<file path="src/jsfx_pkg.sv">
// Shared types and character constants for the JSON string field extractor.
package jsfx_pkg;

  // Longest key that the comparison supports.
  localparam int MAX_KEY = 16;

  // Depth of the result queue between the parser and the output port.
  localparam int OUT_DEPTH = 4;

  // Configuration register indexes.
  typedef enum logic [1:0] {
    REG_KEY_LOW  = 2'd0,
    REG_KEY_HIGH = 2'd1,
    REG_KEY_LEN  = 2'd2
  } reg_index_t;

  // Characters the parser looks for.
  localparam logic [7:0] CH_QUOTE  = 8'h22;
  localparam logic [7:0] CH_BSLASH = 8'h5C;
  localparam logic [7:0] CH_SLASH  = 8'h2F;
  localparam logic [7:0] CH_COLON  = 8'h3A;
  localparam logic [7:0] CH_LOW_N  = 8'h6E;
  localparam logic [7:0] CH_LOW_T  = 8'h74;
  localparam logic [7:0] CH_LOW_R  = 8'h72;
  localparam logic [7:0] CH_SPACE  = 8'h20;
  localparam logic [7:0] CH_TAB    = 8'h09;
  localparam logic [7:0] CH_LF     = 8'h0A;
  localparam logic [7:0] CH_CR     = 8'h0D;
  localparam logic [7:0] CH_NUL    = 8'h00;

  // One queued result. When split is set the entry leaves the block as two
  // results: a backslash first, then value_byte.
  typedef struct packed {
    logic [7:0] value_byte;
    logic       byte_valid;
    logic       last;
    logic       found;
    logic       split;
  } result_t;

endpackage

</file>
<file path="src/jsfx_out_fifo.sv">
// Small result queue that separates the parser from the output handshake.
module jsfx_out_fifo #(
  parameter int DEPTH = 4
) (
  input  logic                         clk,
  input  logic                         rst,
  input  logic                         push,
  input  jsfx_pkg::result_t            push_data,
  input  logic                         pop,
  output jsfx_pkg::result_t            head,
  output logic                         empty,
  output logic [$clog2(DEPTH+1)-1:0]   count
);
  import jsfx_pkg::*;

  localparam int AW = $clog2(DEPTH);
  localparam int CW = $clog2(DEPTH + 1);

  result_t         mem [DEPTH];
  logic [AW-1:0]   wr_ptr;
  logic [AW-1:0]   rd_ptr;

  always_ff @(posedge clk) begin
    if (push) begin
      mem[wr_ptr] <= push_data;
    end
  end

  always_ff @(posedge clk) begin
    if (rst) begin
      wr_ptr <= '0;
      rd_ptr <= '0;
      count  <= '0;
    end else begin
      if (push) begin
        wr_ptr <= wr_ptr + AW'(1);
      end
      if (pop) begin
        rd_ptr <= rd_ptr + AW'(1);
      end
      unique case ({push, pop})
        2'b10:   count <= count + CW'(1);
        2'b01:   count <= count - CW'(1);
        default: count <= count;
      endcase
    end
  end

  assign head  = mem[rd_ptr];
  assign empty = (count == '0);

  a_no_overflow: assert property (@(posedge clk) disable iff (rst)
    push |-> (count < CW'(DEPTH)) || pop)
    else $error("result queue written while full");

  a_no_underflow: assert property (@(posedge clk) disable iff (rst)
    pop |-> !empty)
    else $error("result queue read while empty");

  a_count_bound: assert property (@(posedge clk) disable iff (rst)
    count <= CW'(DEPTH))
    else $error("result queue count out of range");

endmodule

</file>
<file path="src/json_string_field_extractor_core.sv">
// JSON string field extractor: top level with input stage, parser and output port.
//
// The block reads JSON text one byte per request on the s_ stream and looks
// for the first quoted string whose raw bytes equal the configured key
// (up to 16 bytes, written through the cfg_ port while the block is idle).
// Once that key is followed by optional whitespace, a colon, optional
// whitespace and an opening quote, the string value is sent on the m_ stream
// one unescaped byte per request, and a request with tlast set and byte_valid
// clear closes it. If the text ends before the key is found, a single
// not-found request is given; if it ends inside the value, the value is
// closed as truncated. A byte of zero counts as end of text, as does s_tlast.
// Rate: one input byte is taken every clock cycle while s_tready is high.
// Each accepted byte is registered in the input stage, decoded by the parser
// and queued in a four-entry result queue, whose head is presented on the m_
// side. A byte that yields no result costs nothing downstream; an escape the
// parser does not recognise yields two output requests (the backslash and
// the byte) from one queue entry. The sustained rate is one byte per cycle
// while the queue has room. s_tready falls whenever the queued results and
// the byte held in the input stage together fill the queue, whether or not
// the output takes a request in the same cycle; it never depends on m_tready
// directly.
module json_string_field_extractor_core (
  input  logic        clk,
  input  logic        rst,
  // Input stream
  input  logic        s_tvalid,
  output logic        s_tready,
  input  logic [7:0]  s_tdata,   // [7:0] char_byte
  input  logic        s_tlast,   // end_of_text
  // Output stream
  output logic        m_tvalid,
  input  logic        m_tready,
  output logic [7:0]  m_tdata,   // [7:0] value_byte
  output logic [1:0]  m_tuser,   // [0] byte_valid, [1] found
  output logic        m_tlast,   // last
  // Configuration write port
  input  logic        cfg_we,
  input  logic [1:0]  cfg_index,
  input  logic [63:0] cfg_data
);
  import jsfx_pkg::*;

  localparam int CW = $clog2(OUT_DEPTH + 1);

  // Parser phases.
  typedef enum logic [2:0] {
    PH_SEEK,
    PH_KEY,
    PH_COLON,
    PH_PREVAL,
    PH_VALUE,
    PH_DONE
  } phase_t;

  // Configuration registers.
  logic [63:0] key_bytes_low;
  logic [63:0] key_bytes_high;
  logic [4:0]  key_length;

  always_ff @(posedge clk) begin
    if (rst) begin
      key_bytes_low  <= '0;
      key_bytes_high <= '0;
      key_length     <= '0;
    end else if (cfg_we) begin
      unique case (reg_index_t'(cfg_index))
        REG_KEY_LOW:  key_bytes_low  <= cfg_data;
        REG_KEY_HIGH: key_bytes_high <= cfg_data;
        REG_KEY_LEN:  key_length     <= cfg_data[4:0];
        default:      key_length     <= key_length;
      endcase
    end
  end

  // Input stage: the accepted byte is registered here while the parser works
  // on it.
  logic        st_valid;
  logic [7:0]  st_byte;
  logic        st_eot;
  logic [CW-1:0] q_count;

  assign s_tready = ({1'b0, q_count} + {{CW{1'b0}}, st_valid}) < (CW + 1)'(OUT_DEPTH);

  always_ff @(posedge clk) begin
    if (rst) begin
      st_valid <= 1'b0;
    end else begin
      st_valid <= s_tvalid && s_tready;
    end
  end

  always_ff @(posedge clk) begin
    if (s_tvalid && s_tready) begin
      st_byte <= s_tdata;
      st_eot  <= s_tlast;
    end
  end

  // Parser state.
  phase_t     phase,          phase_next;
  logic [4:0] key_position,   key_position_next;
  logic       key_mismatch,   key_mismatch_next;
  logic       escape_pending, escape_pending_next;

  logic [127:0] key_all;
  logic [7:0]   key_char;
  logic [4:0]   eff_len;
  logic         is_ws;
  logic         eot;
  logic         push;
  result_t      res;

  assign key_all  = {key_bytes_high, key_bytes_low};
  assign key_char = key_all[{key_position[3:0], 3'b000} +: 8];
  assign eff_len  = (key_length > 5'(MAX_KEY)) ? 5'(MAX_KEY) : key_length;
  assign is_ws    = (st_byte == CH_SPACE) || (st_byte == CH_TAB) ||
                    (st_byte == CH_LF) || (st_byte == CH_CR);
  assign eot      = st_eot || (st_byte == CH_NUL);

  always_comb begin
    phase_next          = phase;
    key_position_next   = key_position;
    key_mismatch_next   = key_mismatch;
    escape_pending_next = escape_pending;
    push                = 1'b0;
    res                 = '0;

    if (st_valid) begin
      if (eot) begin
        // End of text: close whatever is open and start a new document.
        if (phase == PH_VALUE) begin
          push           = 1'b1;
          res.value_byte = escape_pending ? CH_BSLASH : CH_NUL;
          res.byte_valid = escape_pending;
          res.last       = 1'b1;
          res.found      = 1'b1;
        end else if (phase != PH_DONE) begin
          push     = 1'b1;
          res.last = 1'b1;
        end
        phase_next          = PH_SEEK;
        key_position_next   = '0;
        key_mismatch_next   = 1'b0;
        escape_pending_next = 1'b0;
      end else begin
        unique case (phase)
          PH_KEY: begin
            if (!escape_pending && st_byte == CH_QUOTE) begin
              phase_next = (!key_mismatch && key_position == eff_len) ? PH_COLON : PH_SEEK;
              key_position_next = '0;
              key_mismatch_next = 1'b0;
            end else begin
              if (!key_mismatch && key_position < eff_len && st_byte == key_char) begin
                key_position_next = key_position + 5'd1;
              end else begin
                key_mismatch_next = 1'b1;
              end
              escape_pending_next = !escape_pending && st_byte == CH_BSLASH;
            end
          end
          PH_COLON: begin
            if (st_byte == CH_COLON) begin
              phase_next = PH_PREVAL;
            end else if (st_byte == CH_QUOTE) begin
              // A quote here opens a fresh candidate key.
              phase_next          = PH_KEY;
              key_position_next   = '0;
              key_mismatch_next   = 1'b0;
              escape_pending_next = 1'b0;
            end else if (!is_ws) begin
              phase_next = PH_SEEK;
            end
          end
          PH_PREVAL: begin
            if (st_byte == CH_QUOTE) begin
              phase_next          = PH_VALUE;
              escape_pending_next = 1'b0;
            end else if (!is_ws) begin
              phase_next = PH_SEEK;
            end
          end
          PH_VALUE: begin
            if (escape_pending) begin
              escape_pending_next = 1'b0;
              push                = 1'b1;
              res.byte_valid      = 1'b1;
              res.found           = 1'b1;
              if (st_byte == CH_QUOTE || st_byte == CH_BSLASH || st_byte == CH_SLASH) begin
                res.value_byte = st_byte;
              end else if (st_byte == CH_LOW_N) begin
                res.value_byte = CH_LF;
              end else if (st_byte == CH_LOW_T) begin
                res.value_byte = CH_TAB;
              end else if (st_byte == CH_LOW_R) begin
                res.value_byte = CH_CR;
              end else begin
                // Unknown escape: the backslash goes out ahead of the byte.
                res.value_byte = st_byte;
                res.split      = 1'b1;
              end
            end else if (st_byte == CH_BSLASH) begin
              escape_pending_next = 1'b1;
            end else if (st_byte == CH_QUOTE) begin
              push       = 1'b1;
              res.last   = 1'b1;
              res.found  = 1'b1;
              phase_next = PH_DONE;
            end else begin
              push           = 1'b1;
              res.value_byte = st_byte;
              res.byte_valid = 1'b1;
              res.found      = 1'b1;
            end
          end
          PH_DONE: begin
            phase_next = PH_DONE;
          end
          PH_SEEK: begin
            if (st_byte == CH_QUOTE) begin
              phase_next          = PH_KEY;
              key_position_next   = '0;
              key_mismatch_next   = 1'b0;
              escape_pending_next = 1'b0;
            end
          end
          default: begin
            phase_next = PH_SEEK;
          end
        endcase
      end
    end
  end

  always_ff @(posedge clk) begin
    if (rst) begin
      phase          <= PH_SEEK;
      key_position   <= '0;
      key_mismatch   <= 1'b0;
      escape_pending <= 1'b0;
    end else begin
      phase          <= phase_next;
      key_position   <= key_position_next;
      key_mismatch   <= key_mismatch_next;
      escape_pending <= escape_pending_next;
    end
  end

  // Result queue and output port.
  result_t head;
  logic    q_empty;
  logic    q_pop;
  logic    second;

  jsfx_out_fifo #(
    .DEPTH (OUT_DEPTH)
  ) u_out_fifo (
    .clk       (clk),
    .rst       (rst),
    .push      (push),
    .push_data (res),
    .pop       (q_pop),
    .head      (head),
    .empty     (q_empty),
    .count     (q_count)
  );

  // A split entry is sent as two requests; second marks that the backslash
  // has already gone.
  assign m_tvalid = !q_empty;
  assign m_tdata  = (head.split && !second) ? CH_BSLASH : head.value_byte;
  assign m_tuser  = {head.found, head.byte_valid};
  assign m_tlast  = head.last && (!head.split || second);
  assign q_pop    = m_tvalid && m_tready && (!head.split || second);

  always_ff @(posedge clk) begin
    if (rst) begin
      second <= 1'b0;
    end else if (m_tvalid && m_tready) begin
      second <= head.split && !second;
    end
  end

  a_empty_is_last: assert property (@(posedge clk) disable iff (rst)
    push && !res.byte_valid |-> res.last)
    else $error("result without a value byte that does not close the document");

  a_eot_clears: assert property (@(posedge clk) disable iff (rst)
    st_valid && eot |=> phase == PH_SEEK && key_position == '0 && !escape_pending)
    else $error("parser state not cleared after end of text");

  a_byte_found: assert property (@(posedge clk) disable iff (rst)
    m_tvalid && m_tuser[0] |-> m_tuser[1])
    else $error("value byte sent without found");

  a_split_no_last: assert property (@(posedge clk) disable iff (rst)
    push && res.split |-> !res.last && res.byte_valid)
    else $error("split result carries last or lacks a byte");

endmodule

</file>
<file path="config.mk">
export PLATFORM = sky130hd
export DESIGN_NAME = json_string_field_extractor_core
export DESIGN_NICKNAME = d
export VERILOG_FILES = /design/src/jsfx_pkg.sv /design/src/jsfx_out_fifo.sv /design/src/json_string_field_extractor_core.sv
export SDC_FILE = /design/constraint.sdc
export NUM_CORES = 1
export LEC_CHECK = 0
export BUFFER_PORTS_ARGS = -buffer_cell sky130_fd_sc_hd__buf_2
export CORE_MARGIN = 2
export CORE_UTILIZATION = 25
export CTS_CLUSTER_SIZE = 8
export DETAILED_ROUTE_END_ITERATION = 6
export PLACE_DENSITY = 0.37
export SLEW_MARGIN = 25
export SYNTH_ARGS = -nofsm -noshare
export SYNTH_HDL_FRONTEND = slang
export SYNTH_SLANG_ARGS = --single-unit
</file>
<file path="constraint.sdc">
create_clock -name clk -period 4.9 [get_ports clk]
set_clock_uncertainty 0.2 [all_clocks]
set_input_delay 1.225 -clock clk [delete_from_list [all_inputs] [get_ports clk]]
set_output_delay 1.225 -clock clk [all_outputs]
set_load 0.02 [all_outputs]
</file>
# After elaboration in Yosys (flattened, before gate mapping)
# Memory sizes are Yosys's and may differ from the RTL's. A register that Yosys moved wholly into a read port is not among the register bits.
# Cells that the tools add are included.
# totals
inputBits,80
ram_bits,48
wordCells,161
regBits,161
output_inout_bits,13
mem_count,1
# memory_table
name,depth,word_bits,rd,rd_clocked_by_memory_dff,wr,line_no,text
u_out_fifo.mem,4,12,1,1,1,jsfx_out_fifo.sv:19,result_t mem [DEPTH];
# op_classes
n_addsub,6
eq_ne,32
shift,1
magnitude_cmp,3
muxes,67
reduce_logical,37
# ops
op,count
$shiftx A128 B8 Y8,1
$mux W8,6
$eq A8 B6 Y1 const B,4
$eq A8 B7 Y1 const B,4
$mux W1,30
$mux W3,10
$mux W5,6
$eq A8 B4 Y1 const B,3
$mux W12,2
$mux W11,2
$ne A3 B3 Y1 const B,7
$mux W9,2
$pmux W3 S6,1
$pmux W5 S3,1
$reduce_and A4 Y1,3
$logic_and A1 B1 Y1,10
$eq A8 B8 Y1,1
$logic_not A8 Y1,1
$ne A4 B4 Y1 const B,2
$logic_or A1 B1 Y1,7
$mux W7,1
$eq A3 B2 Y1 const B,2
$eq A3 B3 Y1 const B,2
$logic_not A3 Y1,2
25 further kinds,36

# Depth between registers and ports, before layout
# depth
ltp_word,9
mapped_depth,14

# Modules after synthesis
# From an unflattened synthesis, not the netlist that was laid out.
# hier_totals
hier_cells,1002
hier_area_um2,9609.2
# by_module_without_submodules
mod,area_each_um2,n_inst,cells_each
json_string_field_extractor_core,7445.9,1,894
jsfx_out_fifo,2163.3,1,108

# Worst setup path before layout
# No wires, ideal clock.
# synth_path
kind,reg-to-output
from,register (tool-made name)
to,output m_tdata[3]
stages_incl_launch_ff,4
t_required_ps,3475
path_slack_ps,1673
arrival_ps,1802
path_cell_list,dfxtp_1 -> buf_1 -> mux4_2 -> or2_2
# synth_lines
element,line_no,text
end: declaration,json_string_field_extractor_core.sv:33,"output logic [7:0] m_tdata,"

==> out/qor.txt <==
==================================================================================================
Clock transition time at the flip-flop clock pins of the worst setup and hold paths .        50 ps
Achievable Freq .....................................................................      270 MHz
Register area share after synthesis .................................................        49.5%
Cell Pwr Density ....................................................................  352 nW/um^2
Final setup violation count .........................................................            0
CP Class ............................................................................ flip-flop to output port
Ports ...............................................................................           93
Initial antenna violation count .....................................................            0
Clock buffer depth ..................................................................            3
Post-cts gate resize count ..........................................................            0
Quantity of I/O buffers inserted on ports ...........................................           92
Overall die width ...................................................................  201 microns
Post-synthesis instance area ........................................................   9680 sq um
P&R area growth vs syn ..............................................................        18.4%
Count of flip-flops with a built-in enable after synthesis ..........................           57
Crit path capture type ..............................................................  output port
Hold violation total from the final report ..........................................            0
Clock tree from TritonCTS ...........................................................        built
Final period util ...................................................................        75.5%
Comb power frac .....................................................................         7.2%
Count of hold-fix buffers inserted at cts ...........................................            0
Sum Neg Setup Slack .................................................................         0 ps
Initial core utilization ............................................................        25.2%
Pre-CTS worst setup slack ...........................................................      1320 ps
Unrepaired setup endpoints after global routing .....................................           no
Actual transition at the worst max-transition pin ...................................       950 ps
Diodes inserted .....................................................................            0
Maximum number of pins on one net before global-route repair ........................           65
Number of storage elements in the synthesis netlist .................................          211
Number of levels in the clock H-tree ................................................            1
Net switching fraction of the power .................................................        24.2%
Post-layout utilization of the core .................................................        29.8%
Clk network pwr share ...............................................................        46.4%
Gate Count Post-Synth ...............................................................        1,044
Routed wire length ..................................................................      30.0 mm
RePlAce Congestion ..................................................................        0.748
Detailed-route vias per instance ....................................................         4.65
Switch Pwr ..........................................................................     0.978 mW
Met1 routing resource usage after global routing ....................................        19.4%
Start of the worst register-to-register path ........................................ key_position[0]$_SDFFE_PP0P_
# fillers ...........................................................................        4,129
First-pass GRT wire length ..........................................................      46.8 mm
Max-slew headroom at the worst pin ..................................................        36.1%
Number of max-cap violations ........................................................            0
Required time at the endpoint of the critical path ..................................      3470 ps
Met2 Resource Use GR ................................................................        25.5%
WP data arrival .....................................................................      2270 ps
Initial detailed-routing violation count ............................................          407
Global-route usage over all layers ..................................................        14.8%
Most heavily used metal layer in global routing .....................................         met2
Buffers inserted during post-CTS setup optimization .................................            0
Mapped Avg Cell Area ................................................................   9.28 sq um
Capture point of the worst reg-to-reg path .......................................... key_position[3]$_SDFFE_PP0P_
Synth warnings ......................................................................            0
Startpoint of the most critical hold path ........................................... key_bytes_low[33]$_SDFFE_PP0P_
Kind of start point of the critical path ............................................    flip-flop
Detailed placer's ending HPWL .......................................................      20.5 mm
Clk_lat worst skew ..................................................................       570 ps
Sequential cell fraction of total power .............................................        46.5%
Detail-routed net length per standard cell .......................................... 18.3 microns
DRC viols ...........................................................................            0
Share of cells above drive strength 1 ...............................................        16.7%
Post-synth net total ................................................................        1,136
Count of unique library cells instantiated by Yosys .................................           69
Die Area ............................................................................ 40,300 sq um
First-pass iteration count of the detailed router ...................................            5
Logic depth of the worst register-to-register path ..................................            9
Pint ................................................................................      3.06 mW
Inserted Clock Buffers ..............................................................           30
Total core area ..................................................................... 38,500 sq um
Most used flip-flop cell after synthesis ............................................      dfxtp_1
Outcome ............................................................................. finished, final reports clean
Cell at the root of the clock tree ..................................................    clkbuf_16
Total gr overflow ...................................................................            0
Via count ...........................................................................        7,600
Max rail drop VDD ...................................................................   0.000199 V
Setup slack, reg-to-reg .............................................................      1290 ps
Peak fanout along the critical path .................................................           12
DRT antenna net count ...............................................................            0
Number of clock sinks ...............................................................          211
Fraction of synthesis flops using an asynchronous set or reset pin ..................           0%
Min setup slack post-route ..........................................................      1200 ps
Hold crit path type ................................................................. flip-flop to flip-flop
Number of global-route vias before repair ...........................................        7,600
Post-route worst hold slack .........................................................       249 ps
Total Nets Final ....................................................................        1,200
Count of final max-slew check failures ..............................................            0
Met3 layer usage reported by global route ...........................................        2.27%
Shortest clock period the worst path allows after layout ............................      3700 ps
Die span in y .......................................................................  201 microns
Timing endpoint of the critical path ................................................   m_tdata[6]
Num rows ............................................................................           72
Leakage power .......................................................................      4.01 nW
==================================================================================================
-- registers in the layout, summed over array words and instances (netlist names), named ones only --
| signal | cells |
|---|---|
| key_bytes_high | 64 |
| key_bytes_low | 64 |
| u_out_fifo.mem | 48 |
| st_byte | 8 |
| key_length | 5 |
| key_position | 5 |
| phase | 3 |
| u_out_fifo.count | 3 |
| u_out_fifo.rd_ptr | 2 |
| u_out_fifo.wr_ptr | 2 |
| escape_pending | 1 |
| key_mismatch | 1 |
| second | 1 |
| st_eot | 1 |
| st_valid | 1 |
-- stage by stage --
step	std cells	total power [mW]	instance area, sq um
after floorplan	1044	2.08	9680
after global placement	1594	2.21	10600
after detailed placement	1594	2.21	10600
after CTS	1636	4.11	11500
after global routing	1636	4.21	11500
final	1636	4.04	11500
-- how the worst min path moves through the flow --
stage,slack [ps],cells past startpoint,end
finish,250,2,key_bytes_low[33]$_SDFFE_PP0P_
global route,270,2,key_bytes_low[34]$_SDFFE_PP0P_
CTS,250,2,key_bytes_low[33]$_SDFFE_PP0P_
detailed placement,240,2,key_bytes_low[33]$_SDFFE_PP0P_
global placement,240,2,key_bytes_low[42]$_SDFFE_PP0P_
floorplan,230,2,key_bytes_high[23]$_SDFFE_PP0P_
-- logic make-up after synthesis --
kind of cell / after synthesis / share of synthesized area [%]
simple gates: 421 / 19.2
compound gates: 215 / 12.8
flops: 211 / 49.5
buf+inv: 92 / 3.82
mux: 79 / 11.8
xor+xnor: 14 / 1.27
fa+ha+maj: 12 / 1.63
-- layout by cell type, fill, tap and decap left out, types with 8 or more instances in the layout --
cell type,n
nand2b_1,9
mux2i_1,43
and2_1,8
inv_1,18
nor2b_1,12
nand2_1,277
buf_4,12
buf_2,91
ha_1,11
o21ai_0,12
nor2_1,45
mux4_2,25
xnor2_1,10
dfxtp_1,153
a21oi_1,149
clkbuf_1,9
nand3_1,12
a211oi_1,8
clkbuf_16,30
edfxtp_1,57
-- critical path, cell delays in order (launching register included) --
cell and delay [ps]:
dfxtp_1 300, buf_4 210, mux4_2 230, nor2b_1 600
or2_2 220, buf_2 160
-- cells in the mapped netlist (all sizes together) (4+ instances only) --
cell type,number,area share [%]
nand2,277,11
dfxtp,154,32
a21oi,149,7.7
edfxtp,57,18
clkbuf,52,2.0
nor2,46,1.8
mux2i,43,4.4
mux4,27,6.4
buf,22,1.1
inv,18,0.70
nand3,12,0.62
nor2b,12,0.78
o21ai,12,0.62
ha,11,1.4
xnor2,10,0.90
mux2,9,1.0
nand2b,9,0.58
a211oi,8,0.62
and2,8,0.52
nor3,8,0.47
a22oi,7,0.54
and3,7,0.45
nor4,7,0.45
a31oi,6,0.39
nand4,6,0.39
o211ai,6,0.47
or2,6,0.39
o22ai,4,0.26
or3,4,0.26
xor2,4,0.36
-- final cells by class --
type / instances / area, sq um / area share, %
Sequential cell: 211 / 4800 / 41.8
Clock inverter: 2 / 21.3 / 0.186
Timing Repair Buffer: 106 / 606 / 5.28
Multi-Input combinational cell: 741 / 4530 / 39.5
Clock buffer: 40 / 798 / 6.96
Tap cell: 518 / 648 / 5.65
Inverter: 18 / 67.6 / 0.589
-- power by group through the flow --
stage | Combinational, mW | Clock [mW] | Sequential [mW]
finish | 0.289 | 1.87 | 1.88
global route | 0.323 | 2.00 | 1.88
CTS | 0.296 | 1.94 | 1.88
detailed placement | 0.295 | 0 | 1.91
global placement | 0.296 | 0 | 1.91
floorplan | 0.189 | 0 | 1.89
-- routing by layer --
layer / share of wire, % / routed length (microns) / vias to the layer above
met5: 0 / 0 / -
met4: 2.5 / 753 / 0
met3: 3.1 / 939 / 48
met2: 49 / 14600 / 137
met1: 46 / 13700 / 3646
li1: - / - / 3769
(Power assumes the default switching activity.)
